$ cat config.mk
export PLATFORM = sky130hd
export DESIGN_NAME = sbt_ctrl
export DESIGN_NICKNAME = d
export VERILOG_FILES = /design/src/hdl/sbt_pkg.sv /design/src/hdl/sbt_ctrl.sv
export SDC_FILE = /design/constraint.sdc
export NUM_CORES = 1
export LEC_CHECK = 0
export BUFFER_PORTS_ARGS = -buffer_cell sky130_fd_sc_hd__buf_2
export CELL_PAD_IN_SITES_DETAIL_PLACEMENT = 1
export CELL_PAD_IN_SITES_GLOBAL_PLACEMENT = 2
export CORE_UTILIZATION = 28
export DETAILED_ROUTE_END_ITERATION = 10
export GPL_TIMING_DRIVEN = 0
export PLACE_DENSITY = 0.93
export SLEW_MARGIN = 20
export SYNTH_ARGS = -nofsm -noshare
export SYNTH_HDL_FRONTEND = slang
export SYNTH_SLANG_ARGS = --single-unit
$ cat constraint.sdc
create_clock -name clk -period 2.3 [get_ports clk]
set_clock_uncertainty 0.1 [all_clocks]
set_input_delay 0.23 -clock clk [delete_from_list [all_inputs] [get_ports clk]]
set_output_delay 0.23 -clock clk [all_outputs]
set_load 0.02 [all_outputs]
$ cat src/hdl/sbt_pkg.sv
`timescale 1ns / 1ps
// Package for the slice boundary table: field widths, command and register codes,
// and the controller/datapath command and status structs. No dependencies.
package sbt_pkg;

  localparam int MAX_SLICES_DEF = 64;
  localparam int FRAME_BITS_DEF = 32;

  localparam int MODE_W   = 3;
  localparam int SLOT_W   = 6;
  localparam int IO_W     = 32;
  localparam int COUNT_W  = 7;
  localparam int MIN_BITS = 24;
  localparam int APB_AW   = 3;
  localparam int APB_DW   = 32;

  localparam logic [MIN_BITS-1:0] MIN_RESET = 24'd1;

  // register index (paddr[2])
  localparam logic REG_MIN_SLICE = 1'b0;

  localparam logic [MODE_W-1:0] MODE_CLEAR  = 3'd0;
  localparam logic [MODE_W-1:0] MODE_APPEND = 3'd1;
  localparam logic [MODE_W-1:0] MODE_MOVE   = 3'd2;
  localparam logic [MODE_W-1:0] MODE_INSERT = 3'd3;
  localparam logic [MODE_W-1:0] MODE_REMOVE = 3'd4;
  localparam logic [MODE_W-1:0] MODE_READ   = 3'd5;

  typedef logic [4:0] op_t;

  localparam op_t OP_NONE      = 5'd0;
  localparam op_t OP_LATCH     = 5'd1;
  localparam op_t OP_CLEAR     = 5'd2;
  localparam op_t OP_APPEND    = 5'd3;
  localparam op_t OP_RD_ISSUE  = 5'd4;
  localparam op_t OP_RD_LOAD   = 5'd5;
  localparam op_t OP_MV_ISSUE  = 5'd6;
  localparam op_t OP_MV_CALC   = 5'd7;
  localparam op_t OP_MV_WRITE  = 5'd8;
  localparam op_t OP_SCAN      = 5'd9;
  localparam op_t OP_INS_DIFF  = 5'd10;
  localparam op_t OP_INS_SETUP = 5'd11;
  localparam op_t OP_SHIFT     = 5'd12;
  localparam op_t OP_INS_FIN1  = 5'd13;
  localparam op_t OP_INS_FIN2  = 5'd14;
  localparam op_t OP_RM_ISSUE  = 5'd15;
  localparam op_t OP_RM_SETUP  = 5'd16;
  localparam op_t OP_RM_FIN    = 5'd17;

  typedef struct packed {
    op_t  op;
    logic load_out;
  } ctl_t;

  typedef struct packed {
    logic [MODE_W-1:0] mode;
    logic              slot_ok;
    logic              read_ok;
    logic              not_full;
    logic              scan_hit;
    logic              scan_end;
    logic              ins_fit;
    logic              mv_ok;
    logic              shift_busy;
    logic              out_free;
  } sts_t;

endpackage

$ cat src/hdl/sbt_ctrl.sv
`timescale 1ns / 1ps
// Command sequencer for the slice boundary table.
// Depends on sbt_pkg for command codes and the ctl_t/sts_t structs.
module sbt_ctrl import sbt_pkg::*; (
  input  logic clk,
  input  logic rst,
  input  logic cmd_valid,
  output logic cmd_ready,
  input  sts_t sts,
  output ctl_t ctl
);

  localparam logic [3:0] S_IDLE      = 4'd0;
  localparam logic [3:0] S_DECODE    = 4'd1;
  localparam logic [3:0] S_RD_DATA   = 4'd2;
  localparam logic [3:0] S_MV_CALC   = 4'd3;
  localparam logic [3:0] S_MV_CHECK  = 4'd4;
  localparam logic [3:0] S_SCAN      = 4'd5;
  localparam logic [3:0] S_INS_DIFF  = 4'd6;
  localparam logic [3:0] S_INS_CHECK = 4'd7;
  localparam logic [3:0] S_SHIFT     = 4'd8;
  localparam logic [3:0] S_INS_FIN1  = 4'd9;
  localparam logic [3:0] S_INS_FIN2  = 4'd10;
  localparam logic [3:0] S_RM_WR     = 4'd11;
  localparam logic [3:0] S_RM_FIN    = 4'd12;
  localparam logic [3:0] S_DONE      = 4'd13;

  logic [3:0] state;
  logic [3:0] state_next;

  assign cmd_ready = (state == S_IDLE);

  always_comb begin
    state_next   = state;
    ctl.op       = OP_NONE;
    ctl.load_out = 1'b0;
    case (state)
      S_IDLE: begin
        if (cmd_valid) begin
          ctl.op     = OP_LATCH;
          state_next = S_DECODE;
        end
      end
      S_DECODE: begin
        state_next = S_DONE;
        case (sts.mode)
          MODE_CLEAR: begin
            ctl.op = OP_CLEAR;
          end
          MODE_APPEND: begin
            if (sts.not_full) begin
              ctl.op = OP_APPEND;
            end
          end
          MODE_MOVE: begin
            if (sts.slot_ok) begin
              ctl.op     = OP_MV_ISSUE;
              state_next = S_MV_CALC;
            end
          end
          MODE_INSERT: begin
            state_next = S_SCAN;
          end
          MODE_REMOVE: begin
            if (sts.slot_ok) begin
              ctl.op     = OP_RM_ISSUE;
              state_next = S_RM_WR;
            end
          end
          MODE_READ: begin
            if (sts.read_ok) begin
              ctl.op     = OP_RD_ISSUE;
              state_next = S_RD_DATA;
            end
          end
          default: begin
            state_next = S_DONE;
          end
        endcase
      end
      S_RD_DATA: begin
        ctl.op     = OP_RD_LOAD;
        state_next = S_DONE;
      end
      S_MV_CALC: begin
        ctl.op     = OP_MV_CALC;
        state_next = S_MV_CHECK;
      end
      S_MV_CHECK: begin
        if (sts.mv_ok) begin
          ctl.op = OP_MV_WRITE;
        end
        state_next = S_DONE;
      end
      S_SCAN: begin
        ctl.op = OP_SCAN;
        if (sts.scan_hit) begin
          state_next = S_INS_DIFF;
        end else if (sts.scan_end) begin
          state_next = S_DONE;
        end
      end
      S_INS_DIFF: begin
        ctl.op     = OP_INS_DIFF;
        state_next = S_INS_CHECK;
      end
      S_INS_CHECK: begin
        if (sts.ins_fit) begin
          ctl.op     = OP_INS_SETUP;
          state_next = S_SHIFT;
        end else begin
          state_next = S_DONE;
        end
      end
      S_SHIFT: begin
        ctl.op = OP_SHIFT;
        if (!sts.shift_busy) begin
          state_next = (sts.mode == MODE_INSERT) ? S_INS_FIN1 : S_RM_FIN;
        end
      end
      S_INS_FIN1: begin
        ctl.op     = OP_INS_FIN1;
        state_next = S_INS_FIN2;
      end
      S_INS_FIN2: begin
        ctl.op     = OP_INS_FIN2;
        state_next = S_DONE;
      end
      S_RM_WR: begin
        ctl.op     = OP_RM_SETUP;
        state_next = S_SHIFT;
      end
      S_RM_FIN: begin
        ctl.op     = OP_RM_FIN;
        state_next = S_DONE;
      end
      S_DONE: begin
        if (sts.out_free) begin
          ctl.load_out = 1'b1;
          state_next   = S_IDLE;
        end
      end
      default: begin
        state_next = S_IDLE;
      end
    endcase
  end

  always_ff @(posedge clk) begin
    if (rst) begin
      state <= S_IDLE;
    end else begin
      state <= state_next;
    end
  end

endmodule

==> impl_summary.md, run 1 <==
Run status
The run finished with clean final reports.

Cells and area
Counting flops per register, the top entry is state. The flip-flop count of the largest register after layout is 4. The antenna cell count is 0. The share of post-route cells with drive strength above 1 is 26.6%. For this run, the post-layout net count is 141. In the final layout, the registers with the most flip-flops are state: 4 flops. For this run, the share of the core covered by cells in the final layout is 37.7%. Relative to the synthesized area, the layout overhead comes to 23.9%.

Die
The die area is around 2700 µm². The floorplan step set the die width to 51.5 µm. During I/O placement, the number of pins put on the boundary was 22. The core outline area is 2250 µm².

The effective utilization at floorplan is 30.5%. The row count is 17. The die boundary height is 51.5 µm.

Synthesis
The count of warnings emitted by yosys is 0. Averaged over all synthesized cells, the footprint is 6.87 µm². The proportion of synthesized chip area in sequential cells is 11.7%. For this run, the leading register cell type out of synthesis is sky130_fd_sc_hd__dfxtp_1. In the synthesized netlist, the number of instances is 100.

Synthesis inferred 4 register bits. The synthesized netlist net count is 115. In this run, synthesis inferred 0 flip-flops with an integrated enable. The post-synthesis cell area is 687 µm².

Counting distinct cell types in the post-synthesis netlist gives 41. The fraction of synthesis flops using an asynchronous set or reset pin is 0%.

Clock tree
The source-to-sink clock delay at the later pin of the worst-skew pair is 0.24 ns. TritonCTS created 3 clock buffers. The hold buffer count at CTS is 0.

TritonCTS built the clock tree. The number of buffers between clock root and the deepest sink is 2. Clock-pin slew was measured on the worst setup and hold paths at roughly 0.040 ns.

After clock tree synthesis, the repair step resized 0 gates. After clock tree synthesis, the setup repair step added 0 buffers. The clock root buffer is sky130_fd_sc_hd__clkbuf_4.

The count of clock tree sinks is 4. In this run the number of H-tree levels came out at 1.

Placement
The half-perimeter wire length after detailed placement is 1930 µm. Routability-driven placement finished with a final weighted congestion of 0.839. During placement, the flow inserted port buffers numbering 21.

Timing
The final worst hold slack is 0.163 ns. In this run the tightest slew margin relative to its limit is between 60% and 70%. The number of slew-limit violations in the final report came to 0. The upper clock frequency limit is 469 MHz. Counting I/O delays and the setup requirement, the final critical path takes 2.13 ns. The final number of hold-violating endpoints is 0.

In the final timing run, aggregate negative setup slack is 0 ns. The setup violation total in the final timing report is 0. The post-route clock period utilization is between 90% and 100%. The transition at the pin with the smallest max-transition slack is between 0.4 and 0.5 ns. Setup repair after global routing left no endpoint under its margin.

Worst setup path
The worst register-to-register path ends at state[0]. The reg2reg setup slack is 0.54 ns. STA classifies the critical path startpoint as a flip-flop.

The worst reg2reg path depth is 5. The reg-to-reg critical path startpoint is state[1]. The cell that appears most often on the critical path is sky130_fd_sc_hd__buf_2. The cell family contributing the most delay on the critical path is buffers and inverters. The largest stage delay on the critical path is around 0.35 ns. Walking the worst path, the cells encountered are buf_2 -> inv_1 -> nor3_1 -> a221oi_1 -> o221ai_1 -> buf_2.

The worst setup path is captured at an output pin. The arrival time of the worst setup path is roughly 1.8 ns. The classification of the worst setup path is flip-flop to output pin.

For the worst setup path, the data required time is 1.97 ns. The maximum fanout count along the critical path is 10. The slowest stage of the critical path belongs to the cell sky130_fd_sc_hd__a221oi_1. The buffers plus inverters on the worst setup path is 3.

Worst hold path
In this run the most critical hold path is launched from rst. The type of the most critical hold path is input port to flip-flop. The depth of the worst hold-timing path is 2. The path with the worst hold slack has its endpoint at state[3].

Drt
In this run the remaining antenna-violating nets after routing total 0. Dividing the detail-routed wire length by the instance count gives 16.7 µm. The total via count after detailed routing is 902.

The first TritonRoute pass finished after 5 iterations. Dividing the detail-routed via count by the number of cells gives slightly below 6. In this run, the number of DRC markers left after iteration 0 of detailed routing was 25.

In the routed design, unresolved DRC markers number 0. The final wirelength is 2540 µm.

Global route
Global routing used 20.4% of the available tracks. The residual overflow from global routing is 0. The number of global-route vias before repair was 862. The initial antenna violation count is 0. The first global-routing pass estimated approximately 4100 µm of wire. Entering global routing, the biggest net connects 11 pins.

Job
Across the run, the number of max-cap violations was 0.

Power
For this design the ratio of total power to cell area is 1120 nW/µm². The peak ir drop on the vdd network is approximately 0.60 mV. The analysis attributes to cell leakage a power of around 0.35 nW.
-- cell usage in the layout, fill, tap and decap left out, types with 5 or more instances in the layout --
cell type and n:
sky130_fd_sc_hd__a21oi_1 6, sky130_fd_sc_hd__nor2_1 6, sky130_fd_sc_hd__nand2b_1 6, sky130_fd_sc_hd__o21ai_0 5, sky130_fd_sc_hd__nor2b_1 5, sky130_fd_sc_hd__buf_2 26
-- worst register-to-register path, delay by kind of cell, from the launching register on --
kind                   cells  cell delay (ns)
AOI/OAI and AO/OA          3             0.69
and+or+nand+nor            1             0.41
DFF                        1             0.30
buffers and inverters      1             0.18
-- stage by stage --
| step | setup WS [ns] | power [mW] | cells | instance area (µm²) |
|---|---|---|---|---|
| final | 0.166 | 0.954 | 152 | 851 |
| after global routing | 0.0583 | 1.03 | 152 | 851 |
| after CTS | 0.143 | 0.954 | 152 | 850 |
| after detailed placement | 0.407 | 0.861 | 149 | 827 |
| after global placement | 0.433 | 0.836 | 149 | 827 |
| after floorplan | 0.490 | 0.650 | 100 | 687 |
-- cells by family (layout without fill, tap and decap cells) --
group,Yosys count,after routing,synth area share (%)
flops,4,4,11.7
simple gates,43,43,37.2
mux,4,4,5.83
buf+inv,12,36,7.47
compound gates,36,36,36.6
xor+xnor,1,1,1.28
-- synthesized netlist by cell type, types with 3 or more instances --
master	instances	area share, %
sky130_fd_sc_hd__o21ai_0	5	3.6
sky130_fd_sc_hd__nand2b_1	6	5.5
sky130_fd_sc_hd__nor2_1	6	3.3
sky130_fd_sc_hd__o22ai_1	3	2.7
sky130_fd_sc_hd__mux2i_1	4	5.8
sky130_fd_sc_hd__o31ai_1	4	4.4
sky130_fd_sc_hd__nor4_1	4	3.6
sky130_fd_sc_hd__inv_1	4	2.2
sky130_fd_sc_hd__dfxtp_1	4	12
sky130_fd_sc_hd__a211oi_1	3	3.3
sky130_fd_sc_hd__nor3_1	4	2.9
sky130_fd_sc_hd__buf_2	5	3.6
sky130_fd_sc_hd__nand3_1	3	2.2
sky130_fd_sc_hd__nand2_1	4	2.2
sky130_fd_sc_hd__a21oi_1	6	4.4
sky130_fd_sc_hd__nor2b_1	5	4.6
-- worst max-delay path by stage --
stage | slack, ns | cells past startpoint | start | endpoint
5_1_grt | 0.06 | 6 | state[1] | ctl[4]
6_report | 0.17 | 6 | state[0] | ctl[1]
3_3_place_gp | 0.43 | 6 | state[1] | ctl[4]
3_5_place_dp | 0.41 | 7 | state[1] | ctl[4]
4_1_cts | 0.14 | 7 | state[1] | ctl[4]
2_1_floorplan | 0.49 | 4 | state[3] | ctl[3]
-- final cells by class --
cell class                      instances  area [µm²]
Buffer                                  8        37.5
Clock buffer                            3        22.5
Fill cell                             301        1400
Inverter                                4        15.0
Multi-Input combinational cell         84         556
Sequential cell                         4        80.1
Tap cell                               28        35.0
Timing Repair Buffer                   21         105
-- where the power goes --
| group | switching (mW) | internal, mW |
|---|---|---|
| logic | 0.462 | 0.279 |
| registers | 0.0311 | 0.0953 |
| clock network | 0.0285 | 0.0583 |
| total | 0.522 | 0.433 |
-- per-layer routing --
metal | wire (µm) | track usage (%) | part of all wire [%]
met5 | 0 | 0 | 0
met1 | 1150 | 26.6 | 45
met2 | 1250 | 36.4 | 49
met3 | 129 | 2.63 | 5.1
met4 | 12 | 2.25 | 0.47
Power figures use the tool's default switching activity.
==> run 2: changes to the inputs <==
--- a/config.mk
+++ b/config.mk
@@ -11,7 +11,7 @@
 export CORE_UTILIZATION = 28
 export DETAILED_ROUTE_END_ITERATION = 10
 export GPL_TIMING_DRIVEN = 0
-export PLACE_DENSITY = 0.93
+export PLACE_DENSITY_LB_ADDON = 0.1
 export SLEW_MARGIN = 20
 export SYNTH_ARGS = -nofsm -noshare
 export SYNTH_HDL_FRONTEND = slang
==> run 2 against run 1 <==
Compared with the run above:
- critical path depth is the same
- clock-buffer cell count unchanged
- core utilization is 0.055 points lower
- non-clock buffer count unchanged
- hold slack lost 0.0046 ns
- combinational power down 1%
- total power down 1.7%
- flip-flop and latch count stayed put
- via count down 6.0%
==> impl_summary.md, run 2 (synthesis results as in run 1) <==
Run status
The flow ran to the end, and the final reports show no timing, DRC or antenna violations.

Die
The floorplan has 17 rows. From bottom edge to top edge, the die measures 51.5 µm. The floorplan step defined a die boundary enclosing 2660 µm². Once the floorplan was initialized, standard cells occupied 30.5% of the core. The number of top-level pins is 22. The die width is between 50 and 60 µm. The core region is roughly 2300 µm².

Clock tree
In this run, post-CTS hold repair placed 0 buffers. The tree is rooted in a sky130_fd_sc_hd__clkbuf_4. Once the clock tree was built, the resizer swapped 0 gates to a different size. No sink is reached through more buffers than the 2 on the longest clock path.

The clock drives 4 sinks. Post-CTS timing repair inserted 0 buffers for setup. The clock slew at the register clock pins of the worst setup and hold paths is 0.03 ns. The later pin in the worst-skew pair is clocked with a latency of 0.22 ns.

The level count of the clock H-tree is 1. The TritonCTS clock tree is built. The clock buffer count from CTS is 3.

Drt
The routed layout has 848 vias. The detailed-route DRC error count is 0. Once detail routing completed, the nets flagged for antenna violations numbered 0. The number of iterations in the first detailed-routing pass is 4. The post-detailed-route wirelength per cell is roughly 15 µm. The number of DRC violations after detailed-routing iteration 0 is 4. The vias per cell is 5.58.

The final wirelength is 2270 µm.

Cells and area
The library cells used most frequently in the layout, excluding fill and tap cells, are sky130_fd_sc_hd__buf_2, sky130_fd_sc_hd__nand2b_1, sky130_fd_sc_hd__nor2_1, sky130_fd_sc_hd__a21oi_1. Leaving out fill and tap cells, the most frequent cell in the layout is sky130_fd_sc_hd__buf_2. The layout overhead on the synthesized area is 23.7%. In the final layout, the share of cells above drive strength 1 is 25.8%.

0 antenna diodes ended up in the layout. Cells fill between 30% and 40% of the core in the end. The register name with the most flops is state. The flip-flop count of the largest register after layout is 4. In the final layout, the registers with the most flip-flops are state: 4 flops. For this run, the post-layout net count is 141.

Job
The tool flagged a number of max-cap violations equal to 0.

Worst setup path
The worst setup path is launched from a flip-flop. Walking the worst path, the cells encountered are buf_2 -> buf_1 -> nor4_1 -> o21ai_0 -> o221ai_1 -> buf_2. At the worst endpoint, the arrival time is roughly 1.8 ns. The worst setup path is of the flip-flop to output pin kind.

In this design, the stage delay of the slowest critical-path cell is 0.42 ns. STA classifies the critical path endpoint as an output pin. The maximum fanout count along the critical path is 10. The required time of the critical path is around 2.0 ns. On the critical path, the stage with the largest delay is an instance of sky130_fd_sc_hd__buf_1. Counting stages on the worst path, the most repeated cell is sky130_fd_sc_hd__buf_2.

Placement
At the end of routability-driven placement, the weighted congestion stood at around 0.76. The count of input and output buffers is 21. Detailed placement ended at an HPWL of 1730 µm.

Power
The peak ir drop on the vdd network is 0.592 mV. Combinational cells account for between 70 and 80% of the total power. The share of total power dissipated in the clock network is 8.6%. The switching power is 0.506 mW. For this design the ratio of total power to cell area is 1100 nW/µm². Internal power comes to 0.431 mW.

The share of power burned in registers is between 10% and 20%. Of the total power, the share spent switching nets is 54.0%. The leakage power is 0.348 nW.

Timing
The final number of hold-violating endpoints came to 0. The transition at the pin with the smallest max-transition slack is 0.487 ns. Measured against its own limit, the worst slew margin works out to approximately two thirds. The post-route clock period utilization is between 90% and 100%. Timing would allow up to 471 MHz.

The number of slew-limit violations in the final report is 0. Setup repair after global routing left no endpoint under its margin. Setup violations remaining at the end of the flow were counted as 0.

The worst path in the final design needs a cycle of about 2.1 ns, including I/O delays and setup. The post-route setup TNS is 0 ns.

Global route
Entering global routing, the biggest net connects 11 pins. The first global-routing pass estimated 3820 µm of wire. The total overflow left after global routing is 0. The global-route total usage across every layer is 19.2%. The number of global-route vias before repair came to a little over 800. The initial antenna violation count is 0.

Worst hold path
The type of the most critical hold path is input port to flip-flop.
==> run 2: changes by cell type in the layout (fill, tap and decap cells not counted), sizes merged <==
cell | before | now
clkbuf | 6 | 5
buf | 26 | 27
==> run 2: per-layer routing <==
layer  GRT usage (%)  share of wire, %  vias up  wire (µm)
li1                -                 -      432          -
met1            25.6                50      407       1130
met2            32.3                49        9       1110
met3            2.63               1.3        0         29
met4            4.95                 0        0          0
met5               0                 0        -          0
==> run 2: path summary, 6_finish.rpt <==
kind / startpoint / end / slack [ns] / cells after the start
hold reg to reg: state[2] / state[1] / 0.61 / 2
hold / removal: rst / state[3] / 0.16 / 2
setup / recovery: state[1] / ctl[4] / 0.18 / 6
setup reg to reg: state[1] / state[2] / 0.63 / 5
==> run 2: cell type report <==
| type | instances | area [µm²] |
|---|---|---|
| Timing Repair Buffer | 21 | 105 |
| Tap cell | 28 | 35.0 |
| Multi-Input combinational cell | 84 | 556 |
| Fill cell | 319 | 1410 |
| Clock buffer | 3 | 22.5 |
| Sequential cell | 4 | 80.1 |
| Buffer | 8 | 36.3 |
| Inverter | 4 | 15.0 |
==> run 2: worst max-delay path, delay by kind of cell (launching register included) <==
kind | cells | cell delay [ns]
compound gates | 2 | 0.31
flops | 1 | 0.31
simple gates | 1 | 0.13
buf+inv | 3 | 0.81
==> run 2: per-stage QoR <==
step	total power [mW]	area (µm²)	setup WS (ns)	instances	hold slack (ns)
2_1_floorplan	0.650	687	0.490	100	0.224
3_3_place_gp	0.852	827	0.416	149	0.392
3_5_place_dp	0.855	827	0.449	149	0.399
4_1_cts	0.945	850	0.194	152	0.154
5_1_grt	1.02	850	0.0408	152	0.167
6_report	0.938	850	0.177	152	0.158
==> run 2: power groups by stage <==
stage | combinational, mW | sequential, mW | clock [mW]
2_1_floorplan | 0.534 | 0.116 | 0
3_3_place_gp | 0.725 | 0.126 | 0
3_5_place_dp | 0.728 | 0.127 | 0
4_1_cts | 0.731 | 0.127 | 0.0877
5_1_grt | 0.801 | 0.132 | 0.0904
6_report | 0.732 | 0.125 | 0.0810
